===== config.mk =====
export PLATFORM = sky130hd
export DESIGN_NAME = tga_truecolor_rle_decoder_flat
export DESIGN_NICKNAME = d
export VERILOG_FILES = /design/src/sv/tgarle_pkg.sv /design/src/sv/tgarle_if.sv /design/src/sv/tgarle_fifo.sv /design/src/sv/tgarle_front.sv /design/src/sv/tgarle_back.sv /design/src/sv/tga_truecolor_rle_decoder.sv /design/src/flat_wrapper.sv
export VERILOG_INCLUDE_DIRS = /design/src /design/src/sv
export SDC_FILE = /design/constraint.sdc
export NUM_CORES = 2
export LEC_CHECK = 0
export BUFFER_PORTS_ARGS = -buffer_cell sky130_fd_sc_hd__buf_2
export CAP_MARGIN = 20
export CELL_PAD_IN_SITES_DETAIL_PLACEMENT = 2
export CELL_PAD_IN_SITES_GLOBAL_PLACEMENT = 2
export CORE_MARGIN = 3
export CORE_UTILIZATION = 36
export CTS_CLUSTER_SIZE = 8
export DETAILED_ROUTE_END_ITERATION = 8
export PLACE_DENSITY = 0.77
export SLEW_MARGIN = 20
export SYNTH_ARGS = -nofsm -noshare
export SYNTH_HDL_FRONTEND = slang
export SYNTH_SLANG_ARGS = --single-unit

===== constraint.sdc =====
create_clock -name clk -period 23.8 [get_ports clk]
set_clock_uncertainty 0.15 [all_clocks]
set_input_delay 4.76 -clock clk [delete_from_list [all_inputs] [get_ports clk]]
set_output_delay 4.76 -clock clk [all_outputs]
set_load 0.01 [all_outputs]

===== src/sv/tga_truecolor_rle_decoder_assert.svh =====
// ---------------------------------------------------------------------------
// tga rle decoder assertion macros
// property wrappers shared by the decoder's assertion section
// ---------------------------------------------------------------------------
`ifndef TGA_TRUECOLOR_RLE_DECODER_ASSERT_SVH
`define TGA_TRUECOLOR_RLE_DECODER_ASSERT_SVH

// same-cycle implication, sampled on clk, off while in reset
`define TGARLE_ASSERT_NOW(lbl, ante, cons, msg) \
    lbl: assert property (@(posedge clk) disable iff (!rst_n) (ante) |-> (cons)) \
        else $error(msg);

// next-cycle implication, sampled on clk, off while in reset
`define TGARLE_ASSERT_NEXT(lbl, ante, cons, msg) \
    lbl: assert property (@(posedge clk) disable iff (!rst_n) (ante) |=> (cons)) \
        else $error(msg);

`endif


===== src/sv/tgarle_pkg.sv =====
// ---------------------------------------------------------------------------
// tgarle_pkg
// shared types and constants of the tga true-colour rle decoder
// ---------------------------------------------------------------------------
package tgarle_pkg;

    // header layout
    localparam logic [4:0] HDR_ID_LEN = 5'd0;
    localparam logic [4:0] HDR_CMAP   = 5'd1;
    localparam logic [4:0] HDR_TYPE   = 5'd2;
    localparam logic [4:0] HDR_W_LO   = 5'd12;
    localparam logic [4:0] HDR_W_HI   = 5'd13;
    localparam logic [4:0] HDR_H_LO   = 5'd14;
    localparam logic [4:0] HDR_H_HI   = 5'd15;
    localparam logic [4:0] HDR_DEPTH  = 5'd16;
    localparam logic [4:0] HDR_DESC   = 5'd17;

    localparam logic [7:0] TYPE_RAW   = 8'd2;
    localparam logic [7:0] TYPE_RLE   = 8'd10;
    localparam logic [7:0] DEPTH_24   = 8'd24;
    localparam logic [7:0] DEPTH_32   = 8'd32;
    localparam int         ORIGIN_BIT = 5;
    localparam logic [15:0] MIN_RLE_W = 16'd4;

    // result kinds
    localparam logic KIND_RUN    = 1'b0;
    localparam logic KIND_STATUS = 1'b1;

    // status codes
    localparam logic [2:0] ST_OK     = 3'd0;
    localparam logic [2:0] ST_SHORT  = 3'd1;
    localparam logic [2:0] ST_CMAP   = 3'd2;
    localparam logic [2:0] ST_TYPE   = 3'd3;
    localparam logic [2:0] ST_DEPTH  = 3'd4;
    localparam logic [2:0] ST_ZERO   = 3'd5;
    localparam logic [2:0] ST_TRUNC  = 3'd6;
    localparam logic [2:0] ST_NARROW = 3'd7;

    // command queue
    localparam int QUEUE_DEPTH = 4;
    localparam int QUEUE_AW    = $clog2(QUEUE_DEPTH);
    localparam int QUEUE_CW    = $clog2(QUEUE_DEPTH + 1);

    typedef enum logic [1:0] {
        PH_HEADER,
        PH_IDSKIP,
        PH_PIXELS,
        PH_DRAIN
    } phase_t;

    // one command from the parser to the run splitter
    typedef struct packed {
        logic        has_run;
        logic        has_stat;
        logic [7:0]  red;
        logic [7:0]  green;
        logic [7:0]  blue;
        logic [7:0]  alpha;
        logic [7:0]  count;
        logic [2:0]  status;
        logic [15:0] width;
        logic [15:0] height;
        logic        origin_top;
    } cmd_t;

    typedef struct packed {
        logic full;
        logic empty;
    } q_stat_t;

endpackage


===== src/sv/tgarle_if.sv =====
// ---------------------------------------------------------------------------
// tgarle interfaces
// byte input channel and pixel-run result channel, valid/ready handshake
// ---------------------------------------------------------------------------
interface tgarle_byte_if;
    logic       valid;
    logic       ready;
    logic [7:0] data_byte;
    logic       last;

    modport source (output valid, output data_byte, output last, input ready);
    modport sink   (input valid, input data_byte, input last, output ready);
endinterface

interface tgarle_run_if;
    logic        valid;
    logic        ready;
    logic        kind;
    logic [7:0]  red;
    logic [7:0]  green;
    logic [7:0]  blue;
    logic [7:0]  alpha;
    logic [15:0] dest_x;
    logic [15:0] dest_y;
    logic [7:0]  run_length;
    logic [2:0]  status;
    logic [15:0] image_width;
    logic [15:0] image_height;

    modport source (output valid, output kind, output red, output green, output blue,
                    output alpha, output dest_x, output dest_y, output run_length,
                    output status, output image_width, output image_height,
                    input ready);
    modport sink   (input valid, input kind, input red, input green, input blue,
                    input alpha, input dest_x, input dest_y, input run_length,
                    input status, input image_width, input image_height,
                    output ready);
endinterface


===== src/sv/tgarle_fifo.sv =====
// ---------------------------------------------------------------------------
// tgarle_fifo
// small command queue between the byte parser and the run splitter
// ---------------------------------------------------------------------------
module tgarle_fifo
(
    input  logic                clk,
    input  logic                rst_n,
    input  logic                push,
    input  tgarle_pkg::cmd_t    push_cmd,
    input  logic                pop,
    output tgarle_pkg::cmd_t    head,
    output tgarle_pkg::q_stat_t stat
);

    tgarle_pkg::cmd_t                    mem [tgarle_pkg::QUEUE_DEPTH];
    logic [tgarle_pkg::QUEUE_AW-1:0]     wr_ptr_reg;
    logic [tgarle_pkg::QUEUE_AW-1:0]     rd_ptr_reg;
    logic [tgarle_pkg::QUEUE_CW-1:0]     count_reg;
    logic [tgarle_pkg::QUEUE_CW-1:0]     count_next;

    always_ff @(posedge clk)
    begin
        if (push)
        begin
            mem[wr_ptr_reg] <= push_cmd;
        end
    end

    always_comb
    begin
        count_next = count_reg;
        if (push && !pop)
        begin
            count_next = count_reg + 1'b1;
        end
        else if (pop && !push)
        begin
            count_next = count_reg - 1'b1;
        end
    end

    always_ff @(posedge clk or negedge rst_n)
    begin
        if (!rst_n)
        begin
            wr_ptr_reg <= '0;
            rd_ptr_reg <= '0;
            count_reg  <= '0;
        end
        else
        begin
            if (push)
            begin
                wr_ptr_reg <= wr_ptr_reg + 1'b1;
            end
            if (pop)
            begin
                rd_ptr_reg <= rd_ptr_reg + 1'b1;
            end
            count_reg <= count_next;
        end
    end

    assign head       = mem[rd_ptr_reg];
    assign stat.full  = (count_reg == tgarle_pkg::QUEUE_CW'(tgarle_pkg::QUEUE_DEPTH));
    assign stat.empty = (count_reg == '0);

endmodule


===== src/sv/tgarle_front.sv =====
// ---------------------------------------------------------------------------
// tgarle_front
// byte parser: header, id skip, pixel assembly and rle packets into commands
// ---------------------------------------------------------------------------
module tgarle_front
(
    input  logic                clk,
    input  logic                rst_n,
    tgarle_byte_if.sink         file_bytes,
    input  tgarle_pkg::q_stat_t q_stat,
    output logic                q_push,
    output tgarle_pkg::cmd_t    q_cmd
);

    tgarle_pkg::phase_t phase_reg, phase_next;
    logic [4:0]  hdr_idx_reg, hdr_idx_next;
    logic [7:0]  id_left_reg, id_left_next;
    logic        rle_reg, rle_next;
    logic        alpha_reg, alpha_next;
    logic        origin_reg, origin_next;
    logic [15:0] image_w_reg, image_w_next;
    logic [15:0] image_h_reg, image_h_next;
    logic [2:0]  reject_reg, reject_next;
    logic [7:0]  pkt_left_reg, pkt_left_next;
    logic        pkt_rep_reg, pkt_rep_next;
    logic [1:0]  bip_reg, bip_next;
    logic [23:0] held_reg, held_next;
    logic [31:0] remain_reg, remain_next;

    logic        accept;
    logic [7:0]  b;
    logic [1:0]  bip_last;
    logic [7:0]  count;
    logic [7:0]  emitted;
    logic [31:0] area;
    logic        run_out;

    assign accept          = file_bytes.valid && file_bytes.ready;
    assign file_bytes.ready = !q_stat.full;
    assign b               = file_bytes.data_byte;
    assign bip_last        = alpha_reg ? 2'd3 : 2'd2;
    assign area            = image_w_reg * image_h_reg;

    always_comb
    begin
        phase_next    = phase_reg;
        hdr_idx_next  = hdr_idx_reg;
        id_left_next  = id_left_reg;
        rle_next      = rle_reg;
        alpha_next    = alpha_reg;
        origin_next   = origin_reg;
        image_w_next  = image_w_reg;
        image_h_next  = image_h_reg;
        reject_next   = reject_reg;
        pkt_left_next = pkt_left_reg;
        pkt_rep_next  = pkt_rep_reg;
        bip_next      = bip_reg;
        held_next     = held_reg;
        remain_next   = remain_reg;
        count         = 8'd1;
        emitted       = 8'd0;
        run_out       = 1'b0;

        q_cmd            = '0;
        q_cmd.alpha      = alpha_reg ? b : 8'hFF;
        q_cmd.red        = alpha_reg ? held_reg[23:16] : b;
        q_cmd.green      = held_reg[15:8];
        q_cmd.blue       = held_reg[7:0];
        q_cmd.origin_top = origin_reg;

        case (phase_reg)
            tgarle_pkg::PH_HEADER:
            begin
                case (hdr_idx_reg)
                    tgarle_pkg::HDR_ID_LEN: id_left_next = b;
                    tgarle_pkg::HDR_CMAP:
                    begin
                        if (b != 8'd0 && reject_reg == tgarle_pkg::ST_OK)
                        begin
                            reject_next = tgarle_pkg::ST_CMAP;
                        end
                    end
                    tgarle_pkg::HDR_TYPE:
                    begin
                        rle_next = (b == tgarle_pkg::TYPE_RLE);
                        if (b != tgarle_pkg::TYPE_RAW && b != tgarle_pkg::TYPE_RLE
                            && reject_reg == tgarle_pkg::ST_OK)
                        begin
                            reject_next = tgarle_pkg::ST_TYPE;
                        end
                    end
                    tgarle_pkg::HDR_W_LO: image_w_next = {8'd0, b};
                    tgarle_pkg::HDR_W_HI: image_w_next = {b, image_w_reg[7:0]};
                    tgarle_pkg::HDR_H_LO: image_h_next = {8'd0, b};
                    tgarle_pkg::HDR_H_HI: image_h_next = {b, image_h_reg[7:0]};
                    tgarle_pkg::HDR_DEPTH:
                    begin
                        alpha_next = (b == tgarle_pkg::DEPTH_32);
                        if (b != tgarle_pkg::DEPTH_24 && b != tgarle_pkg::DEPTH_32
                            && reject_reg == tgarle_pkg::ST_OK)
                        begin
                            reject_next = tgarle_pkg::ST_DEPTH;
                        end
                    end
                    tgarle_pkg::HDR_DESC:
                    begin
                        origin_next = b[tgarle_pkg::ORIGIN_BIT];
                        if (reject_reg == tgarle_pkg::ST_OK)
                        begin
                            if (image_w_reg == 16'd0 || image_h_reg == 16'd0)
                            begin
                                reject_next = tgarle_pkg::ST_ZERO;
                            end
                            else if (rle_reg && image_w_reg < tgarle_pkg::MIN_RLE_W)
                            begin
                                reject_next = tgarle_pkg::ST_NARROW;
                            end
                        end
                    end
                    default: ;
                endcase

                if (hdr_idx_reg != tgarle_pkg::HDR_DESC)
                begin
                    hdr_idx_next = hdr_idx_reg + 5'd1;
                end
                else if (reject_next != tgarle_pkg::ST_OK)
                begin
                    phase_next = tgarle_pkg::PH_DRAIN;
                end
                else
                begin
                    remain_next = area;
                    phase_next  = (id_left_reg != 8'd0) ? tgarle_pkg::PH_IDSKIP
                                                         : tgarle_pkg::PH_PIXELS;
                end
            end

            tgarle_pkg::PH_IDSKIP:
            begin
                id_left_next = id_left_reg - 8'd1;
                if (id_left_reg == 8'd1)
                begin
                    phase_next = tgarle_pkg::PH_PIXELS;
                end
            end

            tgarle_pkg::PH_PIXELS:
            begin
                if (rle_reg && pkt_left_reg == 8'd0)
                begin
                    // packet header
                    pkt_left_next = {1'b0, b[6:0]} + 8'd1;
                    pkt_rep_next  = b[7];
                    bip_next      = 2'd0;
                end
                else if (bip_reg != bip_last)
                begin
                    case (bip_reg)
                        2'd0: held_next[7:0]   = b;
                        2'd1: held_next[15:8]  = b;
                        2'd2: held_next[23:16] = b;
                        default: ;
                    endcase
                    bip_next = bip_reg + 2'd1;
                end
                else
                begin
                    // pixel complete
                    bip_next = 2'd0;
                    if (rle_reg && pkt_rep_reg)
                    begin
                        count         = pkt_left_reg;
                        pkt_left_next = 8'd0;
                    end
                    else if (rle_reg)
                    begin
                        pkt_left_next = pkt_left_reg - 8'd1;
                    end
                    emitted     = (remain_reg < {24'd0, count}) ? remain_reg[7:0] : count;
                    remain_next = remain_reg - {24'd0, emitted};
                    run_out     = 1'b1;
                    if (remain_next == 32'd0)
                    begin
                        phase_next = tgarle_pkg::PH_DRAIN;
                    end
                end
            end

            default: ;
        endcase

        q_cmd.has_run = run_out;
        q_cmd.count   = emitted;
        q_cmd.width   = image_w_next;
        q_cmd.height  = image_h_next;

        if (file_bytes.last)
        begin
            q_cmd.has_stat = 1'b1;
            if (phase_next == tgarle_pkg::PH_HEADER)
            begin
                q_cmd.status = tgarle_pkg::ST_SHORT;
            end
            else if (phase_next == tgarle_pkg::PH_DRAIN)
            begin
                q_cmd.status = reject_next;
            end
            else
            begin
                q_cmd.status = tgarle_pkg::ST_TRUNC;
            end

            // back to the reset state for the next file
            phase_next    = tgarle_pkg::PH_HEADER;
            hdr_idx_next  = '0;
            id_left_next  = '0;
            rle_next      = 1'b0;
            alpha_next    = 1'b0;
            origin_next   = 1'b0;
            image_w_next  = '0;
            image_h_next  = '0;
            reject_next   = tgarle_pkg::ST_OK;
            pkt_left_next = '0;
            pkt_rep_next  = 1'b0;
            bip_next      = '0;
            held_next     = '0;
            remain_next   = '0;
        end
    end

    assign q_push = accept && (run_out || file_bytes.last);

    always_ff @(posedge clk or negedge rst_n)
    begin
        if (!rst_n)
        begin
            phase_reg    <= tgarle_pkg::PH_HEADER;
            hdr_idx_reg  <= '0;
            id_left_reg  <= '0;
            rle_reg      <= 1'b0;
            alpha_reg    <= 1'b0;
            origin_reg   <= 1'b0;
            image_w_reg  <= '0;
            image_h_reg  <= '0;
            reject_reg   <= tgarle_pkg::ST_OK;
            pkt_left_reg <= '0;
            pkt_rep_reg  <= 1'b0;
            bip_reg      <= '0;
            held_reg     <= '0;
            remain_reg   <= '0;
        end
        else if (accept)
        begin
            phase_reg    <= phase_next;
            hdr_idx_reg  <= hdr_idx_next;
            id_left_reg  <= id_left_next;
            rle_reg      <= rle_next;
            alpha_reg    <= alpha_next;
            origin_reg   <= origin_next;
            image_w_reg  <= image_w_next;
            image_h_reg  <= image_h_next;
            reject_reg   <= reject_next;
            pkt_left_reg <= pkt_left_next;
            pkt_rep_reg  <= pkt_rep_next;
            bip_reg      <= bip_next;
            held_reg     <= held_next;
            remain_reg   <= remain_next;
        end
    end

endmodule


===== src/sv/tgarle_back.sv =====
// ---------------------------------------------------------------------------
// tgarle_back
// run splitter: cuts runs at row ends, flips rows, drives the result register
// ---------------------------------------------------------------------------
module tgarle_back
(
    input  logic                clk,
    input  logic                rst_n,
    input  tgarle_pkg::cmd_t    head,
    input  tgarle_pkg::q_stat_t q_stat,
    output logic                q_pop,
    tgarle_run_if.source        pixel_runs
);

    logic        started_reg;
    logic [7:0]  left_reg;
    logic        run_done_reg;
    logic [15:0] col_reg;
    logic [15:0] row_reg;

    logic        out_valid_reg;
    logic        kind_reg;
    logic [7:0]  red_reg, green_reg, blue_reg, alpha_reg;
    logic [15:0] dest_x_reg, dest_y_reg;
    logic [7:0]  len_reg;
    logic [2:0]  status_reg;
    logic [15:0] width_reg, height_reg;

    logic        advance;
    logic        fire;
    logic        do_run;
    logic [7:0]  left;
    logic [15:0] space;
    logic [7:0]  seg;
    logic [16:0] col_sum;
    logic [7:0]  left_after;
    logic [15:0] dest_y;
    logic        stat_ok;

    assign advance    = !out_valid_reg || pixel_runs.ready;
    assign fire       = advance && !q_stat.empty;
    assign do_run     = head.has_run && !run_done_reg;
    assign left       = started_reg ? left_reg : head.count;
    assign space      = head.width - col_reg;
    assign seg        = (space < {8'd0, left}) ? space[7:0] : left;
    assign col_sum    = {1'b0, col_reg} + {9'd0, seg};
    assign left_after = left - seg;
    assign dest_y     = head.origin_top ? row_reg : (head.height - 16'd1 - row_reg);
    assign stat_ok    = (head.status == tgarle_pkg::ST_OK);

    assign q_pop = fire && (!do_run || (left_after == 8'd0 && !head.has_stat));

    always_ff @(posedge clk or negedge rst_n)
    begin
        if (!rst_n)
        begin
            started_reg   <= 1'b0;
            left_reg      <= '0;
            run_done_reg  <= 1'b0;
            col_reg       <= '0;
            row_reg       <= '0;
            out_valid_reg <= 1'b0;
        end
        else
        begin
            if (advance)
            begin
                out_valid_reg <= !q_stat.empty;
            end
            if (fire)
            begin
                if (do_run)
                begin
                    if (col_sum >= {1'b0, head.width})
                    begin
                        col_reg <= '0;
                        row_reg <= row_reg + 16'd1;
                    end
                    else
                    begin
                        col_reg <= col_sum[15:0];
                    end
                    if (left_after == 8'd0)
                    begin
                        started_reg  <= 1'b0;
                        run_done_reg <= head.has_stat;
                    end
                    else
                    begin
                        started_reg <= 1'b1;
                        left_reg    <= left_after;
                    end
                end
                else
                begin
                    col_reg      <= '0;
                    row_reg      <= '0;
                    run_done_reg <= 1'b0;
                    started_reg  <= 1'b0;
                end
            end
        end
    end

    always_ff @(posedge clk)
    begin
        if (fire)
        begin
            if (do_run)
            begin
                kind_reg   <= tgarle_pkg::KIND_RUN;
                red_reg    <= head.red;
                green_reg  <= head.green;
                blue_reg   <= head.blue;
                alpha_reg  <= head.alpha;
                dest_x_reg <= col_reg;
                dest_y_reg <= dest_y;
                len_reg    <= seg;
                status_reg <= tgarle_pkg::ST_OK;
                width_reg  <= '0;
                height_reg <= '0;
            end
            else
            begin
                kind_reg   <= tgarle_pkg::KIND_STATUS;
                red_reg    <= '0;
                green_reg  <= '0;
                blue_reg   <= '0;
                alpha_reg  <= '0;
                dest_x_reg <= '0;
                dest_y_reg <= '0;
                len_reg    <= '0;
                status_reg <= head.status;
                width_reg  <= stat_ok ? head.width : 16'd0;
                height_reg <= stat_ok ? head.height : 16'd0;
            end
        end
    end

    assign pixel_runs.valid        = out_valid_reg;
    assign pixel_runs.kind         = kind_reg;
    assign pixel_runs.red          = red_reg;
    assign pixel_runs.green        = green_reg;
    assign pixel_runs.blue         = blue_reg;
    assign pixel_runs.alpha        = alpha_reg;
    assign pixel_runs.dest_x       = dest_x_reg;
    assign pixel_runs.dest_y       = dest_y_reg;
    assign pixel_runs.run_length   = len_reg;
    assign pixel_runs.status       = status_reg;
    assign pixel_runs.image_width  = width_reg;
    assign pixel_runs.image_height = height_reg;

endmodule


===== src/sv/tga_truecolor_rle_decoder.sv =====
// a byte that finishes a pixel is written into the command queue, and its first run is then
//   loaded from the queue head into the result register once that register is free
// throughput: one file byte per cycle while the command queue is not full; a run crossing k
//   destination rows becomes k result beats in the run splitter, and the four-entry command queue absorbs that
// reset: rst_n asynchronous, active low; clears parser, queue and result valid
// after the byte marked last the decoder is back in its reset state for the next file
// ---------------------------------------------------------------------------
// tga_truecolor_rle_decoder
// decodes a tga true-colour file, raw or rle, into rgba pixel runs per row
// ---------------------------------------------------------------------------
module tga_truecolor_rle_decoder
(
    input  logic         clk,
    input  logic         rst_n,
    tgarle_byte_if.sink  file_bytes,
    tgarle_run_if.source pixel_runs
);

    // commands cross from the parser to the splitter through the queue
    logic                q_push;
    logic                q_pop;
    tgarle_pkg::cmd_t    q_cmd;
    tgarle_pkg::cmd_t    q_head;
    tgarle_pkg::q_stat_t q_stat;

    // front: header parse, id skip, bgr(a) assembly, rle packet tracking;
    // it also counts pixels left so it knows when trailing bytes start
    tgarle_front u_front
    (
        .clk        (clk),
        .rst_n      (rst_n),
        .file_bytes (file_bytes),
        .q_stat     (q_stat),
        .q_push     (q_push),
        .q_cmd      (q_cmd)
    );

    // queue: lets byte intake carry on while a long run is split over rows
    tgarle_fifo u_fifo
    (
        .clk      (clk),
        .rst_n    (rst_n),
        .push     (q_push),
        .push_cmd (q_cmd),
        .pop      (q_pop),
        .head     (q_head),
        .stat     (q_stat)
    );

    // back: column and row tracking, row flip, result register
    tgarle_back u_back
    (
        .clk        (clk),
        .rst_n      (rst_n),
        .head       (q_head),
        .q_stat     (q_stat),
        .q_pop      (q_pop),
        .pixel_runs (pixel_runs)
    );

`include "tga_truecolor_rle_decoder_assert.svh"

    // a pixel run beat always carries pixels and a clean status
    `TGARLE_ASSERT_NOW(a_run_nonempty, pixel_runs.valid && pixel_runs.kind == tgarle_pkg::KIND_RUN, pixel_runs.run_length != 8'd0 && pixel_runs.status == tgarle_pkg::ST_OK, "empty pixel run")

    // queue never written while full
    `TGARLE_ASSERT_NOW(a_no_overflow, q_push, !q_stat.full, "command queue overflow")

    // splitter never pops an empty queue
    `TGARLE_ASSERT_NOW(a_no_underflow, q_pop, !q_stat.empty, "command queue underflow")

    // a full queue with no pop stays closed to the parser
    `TGARLE_ASSERT_NEXT(a_full_holds, q_stat.full && !q_pop, !q_push, "push into held-full queue")

endmodule


===== src/flat_wrapper.sv =====
// flat-port wrapper written by rule: the top's interface ports become plain ports
module tga_truecolor_rle_decoder_flat 
  (clk, rst_n, file_bytes_valid, file_bytes_data_byte, file_bytes_last, file_bytes_ready, pixel_runs_valid, pixel_runs_kind, pixel_runs_red, pixel_runs_green, pixel_runs_blue, pixel_runs_alpha, pixel_runs_dest_x, pixel_runs_dest_y, pixel_runs_run_length, pixel_runs_status, pixel_runs_image_width, pixel_runs_image_height, pixel_runs_ready);
  tgarle_byte_if file_bytes_i ();
  tgarle_run_if pixel_runs_i ();
  input  logic clk;
  input  logic rst_n;
  input wire logic [$bits(file_bytes_i.valid)-1:0] file_bytes_valid;
  input wire logic [$bits(file_bytes_i.data_byte)-1:0] file_bytes_data_byte;
  input wire logic [$bits(file_bytes_i.last)-1:0] file_bytes_last;
  output wire logic [$bits(file_bytes_i.ready)-1:0] file_bytes_ready;
  output wire logic [$bits(pixel_runs_i.valid)-1:0] pixel_runs_valid;
  output wire logic [$bits(pixel_runs_i.kind)-1:0] pixel_runs_kind;
  output wire logic [$bits(pixel_runs_i.red)-1:0] pixel_runs_red;
  output wire logic [$bits(pixel_runs_i.green)-1:0] pixel_runs_green;
  output wire logic [$bits(pixel_runs_i.blue)-1:0] pixel_runs_blue;
  output wire logic [$bits(pixel_runs_i.alpha)-1:0] pixel_runs_alpha;
  output wire logic [$bits(pixel_runs_i.dest_x)-1:0] pixel_runs_dest_x;
  output wire logic [$bits(pixel_runs_i.dest_y)-1:0] pixel_runs_dest_y;
  output wire logic [$bits(pixel_runs_i.run_length)-1:0] pixel_runs_run_length;
  output wire logic [$bits(pixel_runs_i.status)-1:0] pixel_runs_status;
  output wire logic [$bits(pixel_runs_i.image_width)-1:0] pixel_runs_image_width;
  output wire logic [$bits(pixel_runs_i.image_height)-1:0] pixel_runs_image_height;
  input wire logic [$bits(pixel_runs_i.ready)-1:0] pixel_runs_ready;
  assign file_bytes_i.valid = file_bytes_valid;
  assign file_bytes_i.data_byte = file_bytes_data_byte;
  assign file_bytes_i.last = file_bytes_last;
  assign file_bytes_ready = file_bytes_i.ready;
  assign pixel_runs_valid = pixel_runs_i.valid;
  assign pixel_runs_kind = pixel_runs_i.kind;
  assign pixel_runs_red = pixel_runs_i.red;
  assign pixel_runs_green = pixel_runs_i.green;
  assign pixel_runs_blue = pixel_runs_i.blue;
  assign pixel_runs_alpha = pixel_runs_i.alpha;
  assign pixel_runs_dest_x = pixel_runs_i.dest_x;
  assign pixel_runs_dest_y = pixel_runs_i.dest_y;
  assign pixel_runs_run_length = pixel_runs_i.run_length;
  assign pixel_runs_status = pixel_runs_i.status;
  assign pixel_runs_image_width = pixel_runs_i.image_width;
  assign pixel_runs_image_height = pixel_runs_i.image_height;
  assign pixel_runs_i.ready = pixel_runs_ready;
  tga_truecolor_rle_decoder u_core (.clk(clk), .rst_n(rst_n), .file_bytes(file_bytes_i), .pixel_runs(pixel_runs_i));
endmodule

=== Word level (Yosys, flattened, before mapping) ===
Memories as Yosys holds them, arrays and structs flattened.
Index checks and enable logic that the tools add are counted.

* Flip-flop bits (word level): 278
* Memory bits (writable): 312
* Input port bits: 13
* Output and inout port bits: 110
* Logic and storage cells: 266
* Memories kept: 1

{| class="wikitable"
|+ Memories
! name !! depth !! width !! read ports !! clocked after memory_dff !! wr ports !! line !! RTL
|-
| u_core.u_fifo.mem || 4 || 78 || 1 || 0 || 1 || tgarle_fifo.sv:16 || <nowiki>tgarle_pkg::cmd_t mem [tgarle_pkg::QUEUE_DEPTH];</nowiki>
|}

* $add $sub $neg: 16
* $mul: 1
* $lt $le $gt $ge: 4
* Equal/unequal tests: 32
* Mux-type cells: 100
* Bitwise operators: 2
* Reductions and logical operators: 74

{| class="wikitable"
|+ Operators by type and width
! kind !! number
|-
| $mux 8 || 23
|-
| $mux 32 || 5
|-
| $mux 16 || 9
|-
| $mux 24 || 4
|-
| $pmux 16 s2 || 2
|-
| $pmux 32 s2 || 1
|-
| $mux 3 || 14
|-
| $logic_not 16->1 || 2
|-
| $logic_not 32->1 || 1
|-
| $lt 32x8->1 || 1
|-
| $mul 16x16->32 || 1
|-
| $sub 16x16->16 || 2
|-
| $sub 32x8->32 || 1
|-
| $mux 1 || 24
|-
| $mux 2 || 12
|-
| $reduce_bool 2->1 || 12
|-
| $reduce_and 3->1 || 7
|-
| $eq 5x4->1 const B || 4
|-
| $add 16x8->17 || 1
|-
| $ge 17x16->1 || 1
|-
| $add 16x1->16 const B || 1
|-
| $logic_and 1x1->1 || 16
|-
| $logic_not 8->1 || 2
|-
| $lt 16x3->1 const B || 1
|-
| other kinds (46) || 82
|}

=== Logic depth before layout (Yosys ltp) ===
* Depth in word-level cells: 17
* Mapped depth: 45

=== Hierarchy ===
Synthesis repeated with hierarchy kept, for this count alone.

* Cells, all modules: 3268
* Area total of the unflattened synthesis: 37228.2 um2

{| class="wikitable"
|+ Modules (own cells, without submodules)
! module !! times used !! cells each !! area each (um2) !! seq. area each (um2)
|-
| tgarle_front || 1 || 1953 || 16538.4 || 3002.9
|-
| tgarle_fifo || 1 || 442 || 11735.0 || 9544.2
|-
| tgarle_back || 1 || 873 || 8954.8 || 4319.1
|}

=== Worst setup path before layout ===
OpenSTA, ideal clock, no wires.

* Path kind: register to register
* From: register u_core.u_fifo.rd_ptr_reg[0] (netlist name)
* To: register u_core.u_back.col_reg[15]
* Data arrival time: 9.312 ns
* Required time: 23.567 ns
* Path slack: 14.255 ns
* Cell stages (with the launch flop): 42
* Path buffers: 6
* Period minus slack after synthesis: 9.545 ns
* Cell sequence: dfrtp_1 > buf_6 > buf_2 > clkbuf_1 > buf_1 > mux4_2 > ha_1 > nor2b_1 > o31ai_1 > a21oi_1 > nor2_1 > xor2_1 > inv_1 > ha_1 > a21oi_1 > o2111ai_1 > nor4b_2 > nand4_1 > (+6 left out) > a21oi_1 > o21bai_1 > a21oi_1 > o21bai_1 > a41oi_1 > nor3_1 > xnor2_1 > ha_1 > nand4_1 > nor4_1 > nor3_1 > and3_1 > nand4b_1 > a21boi_1 > buf_2 > buf_1 > nand3_1 > nand2_1

{| class="wikitable"
|+ RTL lines
! what !! line !! RTL
|-
| start, declared || tgarle_fifo.sv:18 || <nowiki>logic [tgarle_pkg::QUEUE_AW-1:0] rd_ptr_reg;</nowiki>
|-
| start signal, assigned || tgarle_fifo.sv:59 || <nowiki>rd_ptr_reg <= rd_ptr_reg + 1'b1;</nowiki>
|-
| end signal, assigned || tgarle_back.sv:81 || <nowiki>col_reg <= col_sum[15:0];</nowiki>
|-
| end, declared || tgarle_back.sv:18 || <nowiki>logic [15:0] col_reg;</nowiki>
|}

==> impl_metrics.toml <==
[route]
highest_layer = "met4"
vias = 26400
wl_met1_mm = 50.8
wl_met2_mm = 62.6
drtAntennaViolNets = 0
remaining_drc_errors = 0
wire_per_inst_um = 26.0
firstDrtPassIters = 5
met3_wirelength_mm = 4.84
drt-total-wl_mm = 123
viasPerCell = 5.60
first_iter_violations = 1665

[cts]
clk_pin_slew_ns = 0.05
postCtsSetupBuffers = 0
cts_root_buf = "clkbuf_16"
cts_tree = "yes"
numCtsBuffers = 84
ctsHtreeMaxLevel = 3
ctsResizeCount = 0
cts.sinks = 590
clock_latency_ns = 0.67
ctsHoldBuffers = 0
clock_path_buffers = 3

[placed_design]
gp_congestion = 0.859
dpl-instance-area_um2 = 39000
numPortBuffers = 122
dp_hpwl_mm = 85.0

[power_and_ir_drop]
p_leak_uw = 0.0172
cellPowerDensity_nw_per_um2 = 107
ir_drop_mv = 0.0706

[critical_path]
crit_path_end_kind = "register"
rrSetupSlack_ns = 12.63
crit_type = "reg2reg"
max_stage_delay_ns = 0.76
cpMaxStageDelayCell = "buf_4"
critPathLaunchType = "register"
crit_arrival_ns = 11.55
worstPathRequired_ns = 24.18
cp_max_fo = 63

[status]
outcome = "complete, no violations"

[finish]
ff_latch_area_um2 = 16900
multi_input_area_um2 = 18300
largest_reg_flops = 312
mostFrequentLayoutCells = "edfxtp_1 (420), inv_1 (332), nand2_1 (304)"
final_area_um2 = 41600
nNetsFinal = 3707
area_growth_syn_to_layout_pct = 12.4
layout.cells.most_common = "edfxtp_1"
fillCellCount = 10500
drive_above_1_share_pct = 12.7

[logic_synthesis]
syn-num-nets = 3628
ys_async_sr_fraction_pct = 28.8
synth_top_area_share_pct = 34.1
yosys_warnings = 0
synth_cell_type_count = 89
ys_seq_area_share_pct = 45.6
synth_flop_cell = "edfxtp_1"
synth.avg_cell_area_um2 = 11.5
synth_seq_cells = 590
synth-edff-count = 420
yosysTopAreaCell = "edfxtp_1"
synthTopCellsByArea = "edfxtp_1 (34%), dfrtp_1 (11%), fa_1 (11%), ha_1 (7.0%), mux4_2 (4.6%)"
syn_area_um2 = 37000
synth_cells = 3207

[floorplanning]
die_w_um = 327
coreArea_um2 = 101000
start_util_pct = 36.6
die_y_um = 327
dieArea_um2 = 107000
rows = 116
ioPinCount = 123

[global_route]
grt_pass1_vias = 30200
grt_pass1_wl_mm = 191
overflow = 0
grt_max_degree = 78
grt_use_total_pct = 23.1
antenna_found_initial = 0

[timing]
relSlewSlack_pct = 25.6
layout_min_cycle_time_ns = 11.17
max_freq_mhz = 89.5
hold_violations = 0
drv_slew = 0
setup_violations = 0
worst_pin_slew_ns = 1.11
finalCritPeriodShare_pct = 46.9
tns_ns = 0
holdWs_ns = 0.344
rsz0062_at_grt = "false"

[job]
max_cap_violations = 0

[min_path]
hp-class = "reg2reg"
[critical path, delay by kind of cell (launching register included)]
kind	cells	cell delay, ns
adders and majority gates	4	1.12
muxes	3	1.18
buffers and inverters	5	1.24
DFF	1	0.58
and+or+nand+nor	12	2.54
AOI/OAI and AO/OA	12	3.72
xor gates and xnor gates	2	0.49
[path summary, 6_finish.rpt]
check                                                            from  cells past startpoint                                         end
max                           u_core.u_fifo.rd_ptr_reg[1]$_DFFE_PN0P_                     38        u_core.u_back.row_reg[9]$_DFFE_PN0P_
min                        u_core.u_back.pixel_runs.valid$_DFFE_PN0P_                      2  u_core.u_back.pixel_runs.valid$_DFFE_PN0P_
max reg2reg                   u_core.u_fifo.rd_ptr_reg[1]$_DFFE_PN0P_                     38        u_core.u_back.row_reg[9]$_DFFE_PN0P_
min reg2reg                u_core.u_back.pixel_runs.valid$_DFFE_PN0P_                      2  u_core.u_back.pixel_runs.valid$_DFFE_PN0P_
max in group asynchronous                                       rst_n                      3     u_core.u_front.held_reg[21]$_DFFE_PN0P_
min in group asynchronous                                       rst_n                      1        u_core.u_back.col_reg[8]$_DFFE_PN0P_
[power by group]
group          internal (uW)  switching (uW)  leakage, uW
combinational            687            1120      0.00982
sequential              1340             134      0.00618
clock                    680             502      0.00121
total                   2700            1750       0.0172
[layout make-up]
type	instances	share of cell area [%]
Antenna cell	1	0.00602
Clock buffer	146	5.69
Clock inverter	8	0.493
Inverter	334	3.03
Multi-Input combinational cell	2114	43.9
Sequential cell	590	40.6
Tap cell	1357	4.08
Timing Repair Buffer	162	2.21
[metal layers]
layer,global-route usage (%),vias to the layer above
li1,-,11500
met1,29.1,14000
met2,40.8,658
met3,2.80,236
met4,8.48,0
met5,0,-
[per-stage QoR]
stage	total power (uW)	utilization (%)	setup WS, ns	cells
after global placement	3140	38.6	13.43	4557
after detailed placement	3250	38.6	12.87	4557
after CTS	4480	41.2	12.66	4711
after global routing	4710	41.2	11.92	4711
final	4450	41.2	12.63	4712
after floorplan	2640	-	14.26	3207
[cell usage after synthesis, types with 29 or more instances]
cell type  count
a22o_1        52
nand2_1      305
xor2_1        31
inv_1        333
and2_1       170
a21oi_1      117
nand3_1       44
fa_1         200
nor3_1        48
nor2_1       168
nor4_1        29
edfxtp_1     420
xnor2_1       60
mux4_2        75
o21ai_0      131
dfrtp_1      170
mux2_2        46
ha_1         208
clkbuf_1     126
a21o_1        37
[kinds of logic (layout without fill, tap and decap cells)]
family                   Yosys count  in the layout  share of synthesized area (%)
AND/OR/NAND/NOR                  933            933                           12.6
XOR/XNOR                          93             93                           2.24
adder cells (fa/ha/maj)          408            408                           17.9
flip-flops                       590            590                           45.6
AO/OA/AOI/OAI                    529            529                           9.54
buffers and inverters            503            650                           5.19
other                              0              1                              0
multiplexers                     151            151                           6.95
No activity file was read; power rests on OpenSTA's default activity.
